--- config.mk ---
export PLATFORM = sky130hd
export DESIGN_NAME = serial_frame_receiver
export DESIGN_NICKNAME = d
export VERILOG_FILES = /design/src/rtl/sfr_pkg.sv /design/src/rtl/serial_frame_receiver.sv
export VERILOG_INCLUDE_DIRS = /design/src /design/src/rtl
export SDC_FILE = /design/constraint.sdc
export NUM_CORES = 1
export LEC_CHECK = 0
export ABC_AREA = 0
export BUFFER_PORTS_ARGS = -buffer_cell sky130_fd_sc_hd__buf_2
export CELL_PAD_IN_SITES_DETAIL_PLACEMENT = 0
export CELL_PAD_IN_SITES_GLOBAL_PLACEMENT = 1
export CORE_ASPECT_RATIO = 1.5
export CORE_MARGIN = 3
export CORE_UTILIZATION = 56
export CTS_CLUSTER_SIZE = 12
export DETAILED_ROUTE_END_ITERATION = 12
export GPL_TIMING_DRIVEN = 0
export PLACE_DENSITY = 0.93
export SYNTH_ARGS = -nofsm -noshare
export SYNTH_HDL_FRONTEND = slang
export SYNTH_SLANG_ARGS = --single-unit
--- constraint.sdc ---
create_clock -name clk -period 6.45 [get_ports clk]
set_input_delay 0.645 -clock clk [delete_from_list [all_inputs] [get_ports clk]]
set_output_delay 0.645 -clock clk [all_outputs]
set_load 0.01 [all_outputs]
--- src/rtl/assert_macros.svh ---
// Assertion macros used by serial_frame_receiver.
// Each macro expects signals clk and rst in the including module's scope.
`ifndef ASSERT_MACROS_SVH
`define ASSERT_MACROS_SVH

`ifndef SYNTHESIS

`define ASSERT_CLK(label, prop, msg) \
  label: assert property (@(posedge clk) disable iff (rst) prop) else $error(msg);

`define ASSERT_NEVER(label, expr, msg) \
  label: assert property (@(posedge clk) disable iff (rst) !(expr)) else $error(msg);

`else

`define ASSERT_CLK(label, prop, msg)

`define ASSERT_NEVER(label, expr, msg)

`endif

`endif

--- src/rtl/sfr_pkg.sv ---
// Package for the serial frame receiver: codes, state types, reset values.
// No dependencies.
package sfr_pkg;

  localparam int MAX_PAYLOAD_DEF = 32;

  localparam int CFG_IDX_W  = 2;
  localparam int CFG_DATA_W = 16;

  localparam logic [CFG_IDX_W-1:0] REG_START_FIRST  = 2'd0;
  localparam logic [CFG_IDX_W-1:0] REG_START_SECOND = 2'd1;
  localparam logic [CFG_IDX_W-1:0] REG_TIMEOUT      = 2'd2;

  localparam logic [7:0]  START_FIRST_RST  = 8'd170;
  localparam logic [7:0]  START_SECOND_RST = 8'd85;
  localparam logic [15:0] TIMEOUT_RST      = 16'd50000;

  localparam logic CMD_BYTE = 1'b0;
  localparam logic CMD_TICK = 1'b1;

  localparam logic [2:0] KIND_PAYLOAD  = 3'd0;
  localparam logic [2:0] KIND_EMPTY    = 3'd1;
  localparam logic [2:0] KIND_CSUM_ERR = 3'd2;
  localparam logic [2:0] KIND_TIMEOUT  = 3'd3;
  localparam logic [2:0] KIND_TOO_LONG = 3'd4;

  typedef enum logic [2:0] {
    PH_IDLE,
    PH_ID,
    PH_LEN,
    PH_DATA,
    PH_SUM
  } phase_t;

  typedef enum logic [1:0] {
    SEQ_IDLE,
    SEQ_FETCH,
    SEQ_SHOW
  } seq_t;

endpackage

--- src/rtl/serial_frame_receiver.sv ---
// Serial frame receiver: start-pattern hunt, id/len/payload/checksum deframing.
// Depends on sfr_pkg and assert_macros.svh.
// A byte or tick beat is taken while item_stall is low; a single result (error or
// empty frame) is valid the cycle after. A good frame bursts its payload from the
// store one byte at a time (registered read, then output beat), held by result_stall.
// Input is stalled while any result of the current beat is pending.
// Reset (rst, sync): control state cleared, registers to defaults; store untouched.
`include "assert_macros.svh"

module serial_frame_receiver #(
  parameter int MAX_PAYLOAD = sfr_pkg::MAX_PAYLOAD_DEF
) (
  input  logic                          clk,
  input  logic                          rst,
  input  logic                          item_valid,
  output logic                          item_stall,
  input  logic                          cmd,
  input  logic [7:0]                    rx_byte,
  output logic                          result_valid,
  input  logic                          result_stall,
  output logic [2:0]                    kind,
  output logic [7:0]                    msg_id,
  output logic [7:0]                    msg_len,
  output logic [7:0]                    payload_byte,
  output logic [5:0]                    byte_index,
  output logic                          last,
  input  logic                          cfg_valid,
  output logic                          cfg_ready,
  input  logic [sfr_pkg::CFG_IDX_W-1:0] cfg_index,
  input  logic [sfr_pkg::CFG_DATA_W-1:0] cfg_data
);
  import sfr_pkg::*;

  localparam int IDX_W = (MAX_PAYLOAD > 1) ? $clog2(MAX_PAYLOAD) : 1;
  localparam logic [6:0] CNT_LIMIT = 7'(MAX_PAYLOAD);
  localparam logic [7:0] LEN_LIMIT = 8'(MAX_PAYLOAD);

  logic [7:0]  start_first, start_second;
  logic [15:0] timeout_ticks;

  phase_t      phase, phase_next;
  seq_t        seq, seq_next;
  logic [7:0]  prev_byte, prev_byte_next;
  logic [7:0]  frame_id, frame_id_next;
  logic [7:0]  frame_len, frame_len_next;
  logic [5:0]  byte_count, byte_count_next;
  logic [7:0]  running_sum, running_sum_next;
  logic [15:0] countdown, countdown_next;

  logic [2:0]  res_kind, res_kind_next;
  logic [7:0]  res_id, res_id_next;
  logic [7:0]  res_len, res_len_next;
  logic [5:0]  res_index, res_index_next;
  logic        res_last, res_last_next;

  logic [7:0]  store [MAX_PAYLOAD];
  logic [7:0]  mem_q;
  logic        mem_we, mem_re, mem_clr;

  logic        accept, timed_out;
  logic [7:0]  sum_add;

  assign accept     = item_valid && !item_stall;
  assign item_stall = (seq != SEQ_IDLE);
  assign cfg_ready  = (seq == SEQ_IDLE);
  assign timed_out  = (phase != PH_IDLE) && (countdown == 16'd0);
  assign sum_add    = running_sum + rx_byte;

  assign result_valid = (seq == SEQ_SHOW);
  assign kind         = res_kind;
  assign msg_id       = res_id;
  assign msg_len      = res_len;
  assign payload_byte = mem_q;
  assign byte_index   = res_index;
  assign last         = res_last;

  always_ff @(posedge clk) begin
    if (rst) begin
      start_first   <= START_FIRST_RST;
      start_second  <= START_SECOND_RST;
      timeout_ticks <= TIMEOUT_RST;
    end else if (cfg_valid && cfg_ready) begin
      unique case (cfg_index)
        REG_START_FIRST:  start_first   <= cfg_data[7:0];
        REG_START_SECOND: start_second  <= cfg_data[7:0];
        REG_TIMEOUT:      timeout_ticks <= cfg_data;
        default: ;
      endcase
    end
  end

  always_ff @(posedge clk) begin
    if (rst) begin
      seq         <= SEQ_IDLE;
      phase       <= PH_IDLE;
      prev_byte   <= '0;
      frame_id    <= '0;
      frame_len   <= '0;
      byte_count  <= '0;
      running_sum <= '0;
      countdown   <= '0;
    end else begin
      seq         <= seq_next;
      phase       <= phase_next;
      prev_byte   <= prev_byte_next;
      frame_id    <= frame_id_next;
      frame_len   <= frame_len_next;
      byte_count  <= byte_count_next;
      running_sum <= running_sum_next;
      countdown   <= countdown_next;
    end
  end

  always_ff @(posedge clk) begin
    res_kind  <= res_kind_next;
    res_id    <= res_id_next;
    res_len   <= res_len_next;
    res_index <= res_index_next;
    res_last  <= res_last_next;
  end

  always_ff @(posedge clk) begin
    if (mem_we) begin
      store[byte_count[IDX_W-1:0]] <= rx_byte;
    end
    if (mem_re) begin
      mem_q <= store[res_index[IDX_W-1:0]];
    end else if (mem_clr) begin
      mem_q <= '0;
    end
  end

  always_comb begin
    seq_next         = seq;
    phase_next       = phase;
    prev_byte_next   = prev_byte;
    frame_id_next    = frame_id;
    frame_len_next   = frame_len;
    byte_count_next  = byte_count;
    running_sum_next = running_sum;
    countdown_next   = countdown;
    res_kind_next    = res_kind;
    res_id_next      = res_id;
    res_len_next     = res_len;
    res_index_next   = res_index;
    res_last_next    = res_last;
    mem_we           = 1'b0;
    mem_re           = 1'b0;
    mem_clr          = 1'b0;

    unique case (seq)
      SEQ_IDLE: begin
        if (accept) begin
          if (cmd == CMD_TICK) begin
            if (countdown != 16'd0) begin
              countdown_next = countdown - 16'd1;
            end
          end else if (timed_out || phase == PH_IDLE) begin
            if (timed_out) begin
              res_kind_next  = KIND_TIMEOUT;
              res_id_next    = frame_id;
              res_len_next   = frame_len;
              res_index_next = '0;
              res_last_next  = 1'b1;
              mem_clr        = 1'b1;
              seq_next       = SEQ_SHOW;
            end
            if (prev_byte == start_first && rx_byte == start_second) begin
              phase_next       = PH_ID;
              prev_byte_next   = '0;
              frame_id_next    = '0;
              frame_len_next   = '0;
              byte_count_next  = '0;
              running_sum_next = '0;
              countdown_next   = timeout_ticks;
            end else begin
              phase_next     = PH_IDLE;
              prev_byte_next = rx_byte;
            end
          end else begin
            unique case (phase)
              PH_ID: begin
                frame_id_next    = rx_byte;
                running_sum_next = rx_byte;
                phase_next       = PH_LEN;
              end
              PH_LEN: begin
                frame_len_next   = rx_byte;
                running_sum_next = sum_add;
                byte_count_next  = '0;
                if (rx_byte > LEN_LIMIT) begin
                  res_kind_next  = KIND_TOO_LONG;
                  res_id_next    = frame_id;
                  res_len_next   = rx_byte;
                  res_index_next = '0;
                  res_last_next  = 1'b1;
                  mem_clr        = 1'b1;
                  seq_next       = SEQ_SHOW;
                  phase_next     = PH_IDLE;
                end else if (rx_byte == 8'd0) begin
                  phase_next = PH_SUM;
                end else begin
                  phase_next = PH_DATA;
                end
              end
              PH_DATA: begin
                mem_we           = ({1'b0, byte_count} < CNT_LIMIT);
                running_sum_next = sum_add;
                if (({2'b00, byte_count} + 8'd1) >= frame_len) begin
                  phase_next = PH_SUM;
                end else begin
                  byte_count_next = byte_count + 6'd1;
                end
              end
              PH_SUM: begin
                phase_next     = PH_IDLE;
                res_id_next    = frame_id;
                res_len_next   = frame_len;
                res_index_next = '0;
                if (rx_byte != running_sum) begin
                  res_kind_next = KIND_CSUM_ERR;
                  res_last_next = 1'b1;
                  mem_clr       = 1'b1;
                  seq_next      = SEQ_SHOW;
                end else if (frame_len == 8'd0) begin
                  res_kind_next = KIND_EMPTY;
                  res_last_next = 1'b1;
                  mem_clr       = 1'b1;
                  seq_next      = SEQ_SHOW;
                end else begin
                  res_kind_next = KIND_PAYLOAD;
                  seq_next      = SEQ_FETCH;
                end
              end
              default: phase_next = PH_IDLE;
            endcase
          end
        end
      end
      SEQ_FETCH: begin
        mem_re        = 1'b1;
        res_last_next = (({2'b00, res_index} + 8'd1) == res_len);
        seq_next      = SEQ_SHOW;
      end
      SEQ_SHOW: begin
        if (!result_stall) begin
          if (res_kind == KIND_PAYLOAD && !res_last) begin
            res_index_next = res_index + 6'd1;
            seq_next       = SEQ_FETCH;
          end else begin
            seq_next = SEQ_IDLE;
          end
        end
      end
      default: seq_next = SEQ_IDLE;
    endcase
  end

  `ASSERT_CLK(a_index_in_frame, (result_valid && kind == KIND_PAYLOAD) |-> ({2'b00, byte_index} < msg_len), "payload index beyond frame length")
  `ASSERT_CLK(a_count_in_frame, (phase == PH_DATA) |-> ({2'b00, byte_count} < frame_len), "byte count beyond frame length")
  `ASSERT_CLK(a_last_ends_run, (result_valid && !result_stall && last) |=> (seq == SEQ_IDLE), "sequencer busy after last beat")
  `ASSERT_CLK(a_index_steps, (result_valid && !result_stall && kind == KIND_PAYLOAD && !last) |=> (seq == SEQ_FETCH && byte_index == $past(byte_index) + 6'd1), "payload index did not advance by one")

endmodule

==> results of run 1 <==
==> stage by stage <==
step | setup slack, ps | std cells
2_1_floorplan | 3130 | 1153
6_report | 2810 | 1672
4_1_cts | 2860 | 1672
3_5_place_dp | 2520 | 1611
3_3_place_gp | 1580 | 1610
5_1_grt | 2580 | 1672
==> metal layers <==
layer	global-route usage	vias up	part of all wire
met5	0	-	0
met4	0.112	0	0.048
met3	0.0383	106	0.051
met2	0.469	380	0.55
met1	0.277	5048	0.35
li1	-	4635	-
==> critical path: stages, from the launching register on <==
cell	delay [ps]
dfxtp_1	300
clkbuf_1	420
nand3_1	320
nor3_1	280
xor2_1	270
ha_1	290
and4b_1	220
o2bb2ai_1	120
a31oi_1	470
nand3_1	220
or3b_2	490
a21oi_1	150
==> state kept, by name, indices dropped and copies added (netlist names), named ones only <==
signal,count
msg_id,8
prev_byte,8
byte_count,6
msg_len,8
start_first,8
byte_index,6
store,256
payload_byte,8
frame_len,8
start_second,8
phase,3
running_sum,8
last,1
timeout_ticks,16
frame_id,8
countdown,16
kind,3
seq,2
==> worst max path at each step <==
stage,startpoint,slack (ps),cells after the start,endpoint
3_3_place_gp,rx_byte[1],1580,8,byte_index[1]
6_report,byte_count[4],2810,11,byte_count[2]
4_1_cts,byte_count[4],2860,11,byte_count[2]
5_1_grt,byte_count[4],2580,11,byte_count[2]
3_5_place_dp,rx_byte[1],2520,7,payload_byte[4]
2_1_floorplan,item_valid,3130,7,byte_index[0]
==> power by group <==
part | internal [uW] | switching (uW)
clock | 1160 | 879
combinational | 141 | 291
sequential | 2690 | 31.6
total | 4000 | 1200
==> final cells by class <==
type                    count  area, um^2
inverters                  34         128
repair buffers             68         363
well taps                 390         488
clock inverters             2        38.8
plain buffers              65         270
clock buffers              59        1060
flip-flops and latches    386       10600
fillers                  2200       10400
multi-input cells         668        5490
==> cell usage after synthesis (all sizes together), types with 3 or more instances <==
cell / instances
a211oi: 3
a21boi: 4
a21oi: 39
a22o: 7
a22oi: 17
a31oi: 3
a32oi: 10
and2: 6
and3: 5
buf: 20
clkbuf: 45
dfxtp: 96
edfxtp: 290
ha: 20
inv: 34
mux2: 5
mux2i: 33
mux4: 80
nand2: 93
nand2b: 7
nand3: 36
nand3b: 6
nand4: 8
nor2: 111
nor2b: 4
nor3: 15
nor3b: 5
nor4: 11
o211ai: 6
o21ai: 44
o21bai: 3
o221ai: 4
o22ai: 5
o311ai: 5
o31ai: 4
o32ai: 4
or3: 4
or3b: 4
or4: 3
xnor2: 26
xor2: 9
==> logic make-up after synthesis <==
kind of cell	after synthesis
AOI/OAI and AO/OA	172
xor gates and xnor gates	35
adders and majority gates	21
buffers and inverters	99
DFF	386
muxes	118
and+or+nand+nor	322
==> results.txt, run 1 <==
* Outcome: completed
- The number of global-route vias before repair came to 10.6k.
- Detail Placement HPWL: 26800 um
* Post-CTS Resized: 0
* Share of synthesized area occupied by flip-flops and latches: 0.644
- Cell area after synthesis: 16500 um^2
- Clock slew at reported path FFs: 60 ps
* Average via count per standard cell: 6.08
- After routing the design area is 18500 um^2.
- The tree built by TritonCTS fans out to 386 sinks.
- In this run the register-to-register setup slack is 2810 ps.
- From synthesis to final layout, the design area changed by 11.8%.
- The number of nets in the synthesized netlist is 1206.
- Simple-Gate Fraction of Synth Area: 0.0938
- Destination of the worst hold path: timeout_ticks[8]
* CTS tree: yes
- Wire length after detailed routing: 38900 um
* Tightest hold margin: 337 ps
- Leaving out fill and tap cells, the most frequent cell in the layout is edfxtp_1.
* # Max-Cap Violations: 0
- Launching element type of the critical path: flop
- Clock insertion delay at the later pin of the skew report: 530 ps
- Timing would allow up to 275 MHz.
* Number of stages on the worst hold path: 3
- STA classifies the critical path endpoint as a flop.
* Synth Area in Compound Gates: 0.0707
- In this run the count of I/O pins placed on the die edge is 69.
- At the worst endpoint, the required time is 6900 ps.
- FF-to-FF path depth: 11
- DRC violations left: 0
- Worst slew slack as a fraction of its limit: 0.160
* Worst R2R End: byte_count[2]
- Across every metal layer, demand over resource in global routing totals 0.249.
* Setup TNS after final layout: 0 ps
- Placement-stage cell area: 17400 um^2
- Overall via count from detail_route: 10.2k
- The pre-antenna-repair detailed-routing pass consisted of 5 iterations.
- Cell types with the largest area share after synthesis: edfxtp_1 53%, dfxtp_1 12%, mux4_2 11%
- Start point of the worst min-delay path: cfg_data[8]
- In this run the critical register-to-register path is launched from byte_count[4].
* Tightest Hold Check Type: input port to flop
* Cts bufs inserted: 38
* Initial antenna violation count: 0
* Deepest clock path buffer count: 3
* DRC marker count from the first detailed-route iteration: 673
* Final setup vio count: 0
- CTS placed an instance of clkbuf_16 at the clock tree root.
* Core Footprint: 28900 um^2
* Placement row count: 76
- After clock tree synthesis, the setup repair step added 0 buffers.
- The first global-routing pass estimated 61000 um of wire.
- The clock arrives with 23.8 ps of skew.
* Worst slew pin tran: 1260 ps
- Final hold viol count: 0
- Number of warnings issued by yosys: 0
* Fraction of post-synthesis cell area in the top cell type by area: 0.527
- Drt wl/cell: 23.3 um
* Height of the chip: 216 um
* Worst Path Max Fanout: 10
- Sum of internal, switching and leakage power: 5200 uW
* Post-route minimum period: 3640 ps
* Maximum number of pins on one net before global-route repair: 36
- The count of nets left with antenna violations once routing finished came out at 0.
- The synthesized design contains 290 enable-type register cells.
- Global routing finished with a remaining overflow of 0.
- Global placer's final weighted congestion: 0.903
* Initial standard-cell utilization of the core: 0.571
- Netlist cell types: 72
- The number of hold buffers added after CTS was 0.
- Number of instances in the synthesized netlist: 1153
* Power Density: 281 nW/um^2
- Max Transition Viols Final: 0
- RSZ-0062 raised after global routing: false
* Die span in x: 146 um
- For this run, asynchronously set or reset flops after synthesis account for 0.
* Arrival time at the worst endpoint: 4090 ps
- Synthesized area divided by synthesized cell count: 14.3 um^2
* Commonest cells after routing, fill and taps aside: 290 x edfxtp_1, 111 x nor2_1, 96 x dfxtp_1
* Total number of nets in the final design: 1314
- Layout cell share with drive strength beyond 1: 0.176
- Port bufs: 67
- Static leakage power: 0.00617 uW
- By area, the combinational part of the netlist is dominated by multiplexers.
- Portion of netlist area occupied by mux cells: 0.132
- Final standard cell utilization of the core: 0.639
* Diode count: 0
- Type of the setup path with the least slack: flop to flop
- Main synth FF type: edfxtp_1
- In the finished design, the share of the clock period the worst path needs comes to 0.564.
- The H-tree generated during clock tree synthesis spans 2 levels.
- Xor-xnor portion of the synthesized cell area: 0.0190
- The floorplan step defined a die boundary enclosing 31600 um^2.
- edfxtp_1 takes more of the synthesized area than any other cell.
* Flop and latch count out of synthesis: 386
* Area share of fa/ha/maj cells after synthesis: 0.0164
- Across the VDD grid, the largest voltage drop is 0.228 mV.
Power figures use the tool's default switching activity.
==> run 2, diff against run 1 <==
--- a/config.mk
+++ b/config.mk
@@ -6,17 +6,17 @@
 export SDC_FILE = /design/constraint.sdc
 export NUM_CORES = 1
 export LEC_CHECK = 0
-export ABC_AREA = 0
+export ABC_AREA = 1
 export BUFFER_PORTS_ARGS = -buffer_cell sky130_fd_sc_hd__buf_2
 export CELL_PAD_IN_SITES_DETAIL_PLACEMENT = 0
 export CELL_PAD_IN_SITES_GLOBAL_PLACEMENT = 1
 export CORE_ASPECT_RATIO = 1.5
 export CORE_MARGIN = 3
-export CORE_UTILIZATION = 56
+export CORE_UTILIZATION = 44
 export CTS_CLUSTER_SIZE = 12
 export DETAILED_ROUTE_END_ITERATION = 12
 export GPL_TIMING_DRIVEN = 0
-export PLACE_DENSITY = 0.93
+export PLACE_DENSITY = 0.84
 export SYNTH_ARGS = -nofsm -noshare
 export SYNTH_HDL_FRONTEND = slang
 export SYNTH_SLANG_ARGS = --single-unit
==> constraint.sdc (replaced) <==
create_clock -name clk -period 2.9 [get_ports clk]
set_input_delay 0.29 -clock clk [delete_from_list [all_inputs] [get_ports clk]]
set_output_delay 0.29 -clock clk [all_outputs]
set_load 0.01 [all_outputs]
==> results.txt, run 2 <==
- Maximum number of pins on one net before global-route repair: 39 (was 36)
- Layout cell share with drive strength beyond 1: 0.119 (was 0.176)
- Share of synthesized area occupied by flip-flops and latches: 0.622 (was 0.644)
- The critical setup path kind is flop to flop (unchanged).
- The combinational share of power was 0.119 (was 0.083).
* Cell types with the largest area share after synthesis: edfxtp_1 51%, dfxtp_1 11%, nor2_1 6.6% (was edfxtp_1 53%, dfxtp_1 12%, mux4_2 11%)
* Crit path capture: store[15][2] (was byte_count[2])
- Post-route insts no fill: 2366 (was 1672)
* Upper clock frequency limit: 366 MHz (was 275 MHz)
* Sequence of cells on the critical path: inv_1 -> ha_1 -> nand2_1 -> nor2_2 -> a21oi_1 -> inv_1 -> nor3_4 -> buf_4 -> nand2_4 -> nor2_4 (was clkbuf_1 -> nand3_1 -> nor3_1 -> xor2_1 -> ha_1 -> and4b_1 -> o2bb2ai_1 -> a31oi_1 -> nand3_1 -> or3b_2 -> a21oi_1)
* # Max-Cap Violations: 0 (unchanged)
- CTS tree: yes (unchanged)
- The instance count on the critical path was 10 (was 11).
- Maximum vdd drop: 0.485 mV (was 0.228 mV)
* Tightest Hold Check Type: input port to flop (unchanged)
- Height of the chip: 247 um (was 216 um)
- Max FFs per register: 256 (unchanged)
* DRC violations left: 0 (unchanged)
- The number of warnings reported in the yosys synthesis log was 0 (unchanged).
- The global routing usage summed across all routing layers was 0.241 (was 0.249).
- Most frequent cells after synthesis: 302 x nor2_1, 290 x edfxtp_1, 280 x nand2_1, 193 x o21ai_0, 113 x inv_1 (was 290 x edfxtp_1, 111 x nor2_1, 96 x dfxtp_1, 92 x nand2_1, 80 x mux4_2).
* Worst r2r src: countdown[0] (was byte_count[4])
* Crit path buffers/inverters: 3 (was 1)
* Global placer's final weighted congestion: 0.917 (was 0.903)
- The setup skew after layout came to 10.9 ps (was 23.8 ps).
- Number of routed nets with antenna violations: 0 (unchanged)
- Cell repeated most along the worst path: inv_1 (was nand3_1)
* Outcome: completed (unchanged)
* Diode count: 0 (unchanged)
* Maximum level of the CTS H-tree: 2 (unchanged)
* Power dissipated by switching net loads: 3140 uW (was 1200 uW)
* Placement row count: 87 (was 76)
- The number of DRC violations after detailed-routing iteration 0 is 982 (was 673).
* Sw frac: 0.256 (was 0.231)
- Cell total after placement: 2286 (was 1611)
- Detail Placement HPWL: 35400 um (was 26800 um)
* Worst Path Max Fanout: 8 (was 10)
- The startpoint type of the worst setup path is a flop (unchanged).
- Clk network pwr share: 0.384 (was 0.393)
- Final Instance Area: 19700 um^2 (was 18500 um^2)
* Leading area contributor after synthesis: edfxtp_1 (unchanged)
* Static leakage power: 0.00710 uW (was 0.00617 uW)
- The max-slew violation count was 0 (unchanged).
* Deepest clock path buffer count: 3 (unchanged)
- Required @ worst endpoint: 3100 ps (was 6900 ps)
- The endpoint of the worst register-to-register path is store[15][2] (was byte_count[2]).
- The final layout net count is 1906 (was 1314).
* Cell area after synthesis: 17100 um^2 (was 16500 um^2)
- The shortest period the worst path allows was 2730 ps (was 3640 ps).
* Flop and latch count out of synthesis: 386 (unchanged)
* Core Footprint: 38000 um^2 (was 28900 um^2)
- Async set-reset flop share out of synthesis: 0 (unchanged)
- Worst slew pin tran: 1070 ps (was 1260 ps)
- The most common flop cell mapped by yosys is edfxtp_1 (unchanged).
- Die span in x: 167 um (was 146 um)
* Syn nets: 1783 (was 1206)
- Area of the die: 41300 um^2 (was 31600 um^2)
- Number of instances in the synthesized netlist: 1730 (was 1153)
* Via count of the first global-routing pass: 13.0k (was 10.6k)
- Placement-stage cell area: 18000 um^2 (was 17400 um^2)
- Port bufs: 66 (was 67)
- The final cycle utilization of the critical path is 0.942 (was 0.564).
* Commonest cells after routing, fill and taps aside: 290 x edfxtp_1, 276 x nand2_1, 270 x nor2_1 (was 290 x edfxtp_1, 111 x nor2_1, 96 x dfxtp_1)
- The setup slack on the worst flop-to-flop path came to 170 ps (was 2810 ps).
* Count of flip-flops with a built-in enable after synthesis: 290 (unchanged)
- The power density of the placed cells came to 622 nW/um^2 (was 281 nW/um^2).
- The proportion of power drawn by flip-flops and latches was 0.497 (was 0.524).
* Critical Path End Type: flop (unchanged)
- The commonest non-fill, non-tap cell in the layout is edfxtp_1 (unchanged).
- The arrival time of data at the critical path endpoint came to 2930 ps (was 4090 ps).
- Clock insertion delay at the later pin of the skew report: 530 ps (about the same)
- The critical path's slowest cell is dfxtp_1 (was or3b_2).
* Root Buffer: clkbuf_16 (unchanged)
* Clock slew at reported path FFs: 60 ps (about the same)
- Initial antenna violation count: 0 (unchanged)
* Clock Sink Count: 386 (unchanged)
* Internal power: 9100 uW (was 4000 uW)
* Cell family with most CP delay: simple AND/OR/NAND/NOR gates (unchanged)
- The total of fill cells in the finished design came to 3391 (was 2200).
- Top Ports: 69 (unchanged)
- Number of search-and-repair iterations in the first detailed-routing pass: 6 (was 5)
* Overall via count from detail_route: 13.2k (was 10.2k)
* RSZ-0062 raised after global routing: false (unchanged)
* Tightest hold margin: 24.1 ps (was 337 ps)
* Fraction of post-synthesis cell area in the top cell type by area: 0.510 (was 0.527)
- First-pass GRT wire length: 75700 um (was 61000 um)
- Worst slew slack as a fraction of its limit: 0.281 (was 0.160)
- Drt wl/cell: 21.4 um (was 23.3 um)
* Delay of the slowest cell on the worst path: 350 ps (was 490 ps)
- Cts bufs inserted: 39 (was 38)
- The most common cell in the netlist is nor2_1 (was edfxtp_1).
- The worst setup path startpoint was countdown[0] (was byte_count[4]).
* Wire length after detailed routing: 50600 um (was 38900 um)
- Initial standard-cell utilization of the core: 0.450 (was 0.571)
- The total overflow reported by the global router came to 0 (unchanged).
* Final setup vio count: 0 (unchanged)
- FF-to-FF path depth: 10 (was 11)
- The count of different cell masters after synthesis was 49 (was 72).
- The area added between synthesis and finish was 15.2% (was 11.8%).
- The number of vias per cell after detailed routing came to 5.57 (was 6.08).
- The count of endpoints failing hold in the final timing report is 0 (unchanged).
* Synthesized area divided by synthesized cell count: 9.88 um^2 (was 14.3 um^2)
run 2: cell types whose count changed after synthesis, sizes merged, moves of 10 or more:
| cell | before | now |
|---|---|---|
| nand2 | 93 | 291 |
| nor2 | 111 | 313 |
| o221ai | 4 | 52 |
| o21ai | 44 | 200 |
| xnor2 | 26 | 5 |
| a21oi | 39 | 79 |
| inv | 34 | 124 |
| nand3 | 36 | 105 |
| a32oi | 10 | 0 |
| mux2i | 33 | 0 |
| mux4 | 80 | 0 |
| a22oi | 17 | 0 |
run 2: final cells by class:
type | instances | area, um^2 | area share
sequential | 386 | 10600 | 0.540
multi-input combinational | 1141 | 5940 | 0.302
clock buffer | 64 | 1140 | 0.0581
tap | 489 | 612 | 0.0311
timing repair buffer | 82 | 547 | 0.0278
inverter | 125 | 469 | 0.0238
buffer | 78 | 329 | 0.0167
clock inverter | 1 | 8.76 | 0.000445
run 2: worst min path at each step:
stage                 start                end  slack (ps)  depth (start not counted)
2_1_floorplan    rx_byte[0]        store[0][0]         390                          0
6_report       cfg_data[12]  timeout_ticks[12]          20                          3
4_1_cts        cfg_data[11]  timeout_ticks[11]           6                          3
5_1_grt         cfg_data[0]    start_second[0]          20                          3
3_5_place_dp    frame_id[3]          msg_id[3]         420                          0
3_3_place_gp    frame_id[7]          msg_id[7]         420                          0
run 2: worst reg2reg max path: stages (launching register included):
cell and delay, ps:
dfxtp_1 350, inv_1 60, ha_1 240, nand2_1 180, nor2_2 110, a21oi_1 310, inv_1 190, nor3_4 240
buf_4 170, nand2_4 180, nor2_4 350
run 2: cell families after synthesis:
logic type	after synthesis	share of synthesized area
simple gates	741	0.184
flops	386	0.622
compound gates	364	0.124
buf+inv	203	0.0467
fa+ha+maj	21	0.0158
xor+xnor	15	0.00769
run 2: metal layers:
metal,GRT usage,part of all wire,vias to the layer above
met5,0,0,-
met4,0.147,0.067,0
met3,0.0311,0.051,155
met2,0.459,0.53,466
met1,0.252,0.35,6275
li1,-,-,6273
run 2: per-stage QoR:
step	utilization	worst slack (ps)	TNS (ps)	total power [uW]
after floorplan	-	439	0	7080
after global placement	0.475	-638	-63750	7600
after detailed placement	0.475	-333	-66080	7620
after CTS	0.510	-206	-38070	12300
after global routing	0.518	5.16	0	12700
final	0.518	169	0	12200
run 2: power groups by stage:
stage	Sequential [uW]	Combinational (uW)	Clock, uW
final	6090	1460	4700
after global routing	6090	1610	4970
after CTS	6090	1440	4760
after detailed placement	6200	1420	0
after global placement	6200	1400	0
after floorplan	6190	891	0
run 2: what timing repair did:
item | CTS | global route
cloned | 0 | 0
resized for setup | 35 | 38
setup endpoints to repair | 256 | 256
pin swaps | 0 | 8
buffers inserted | 0 | 8
hold buffers | 7 | 0
endpoints found under the hold margin | 8 | 0
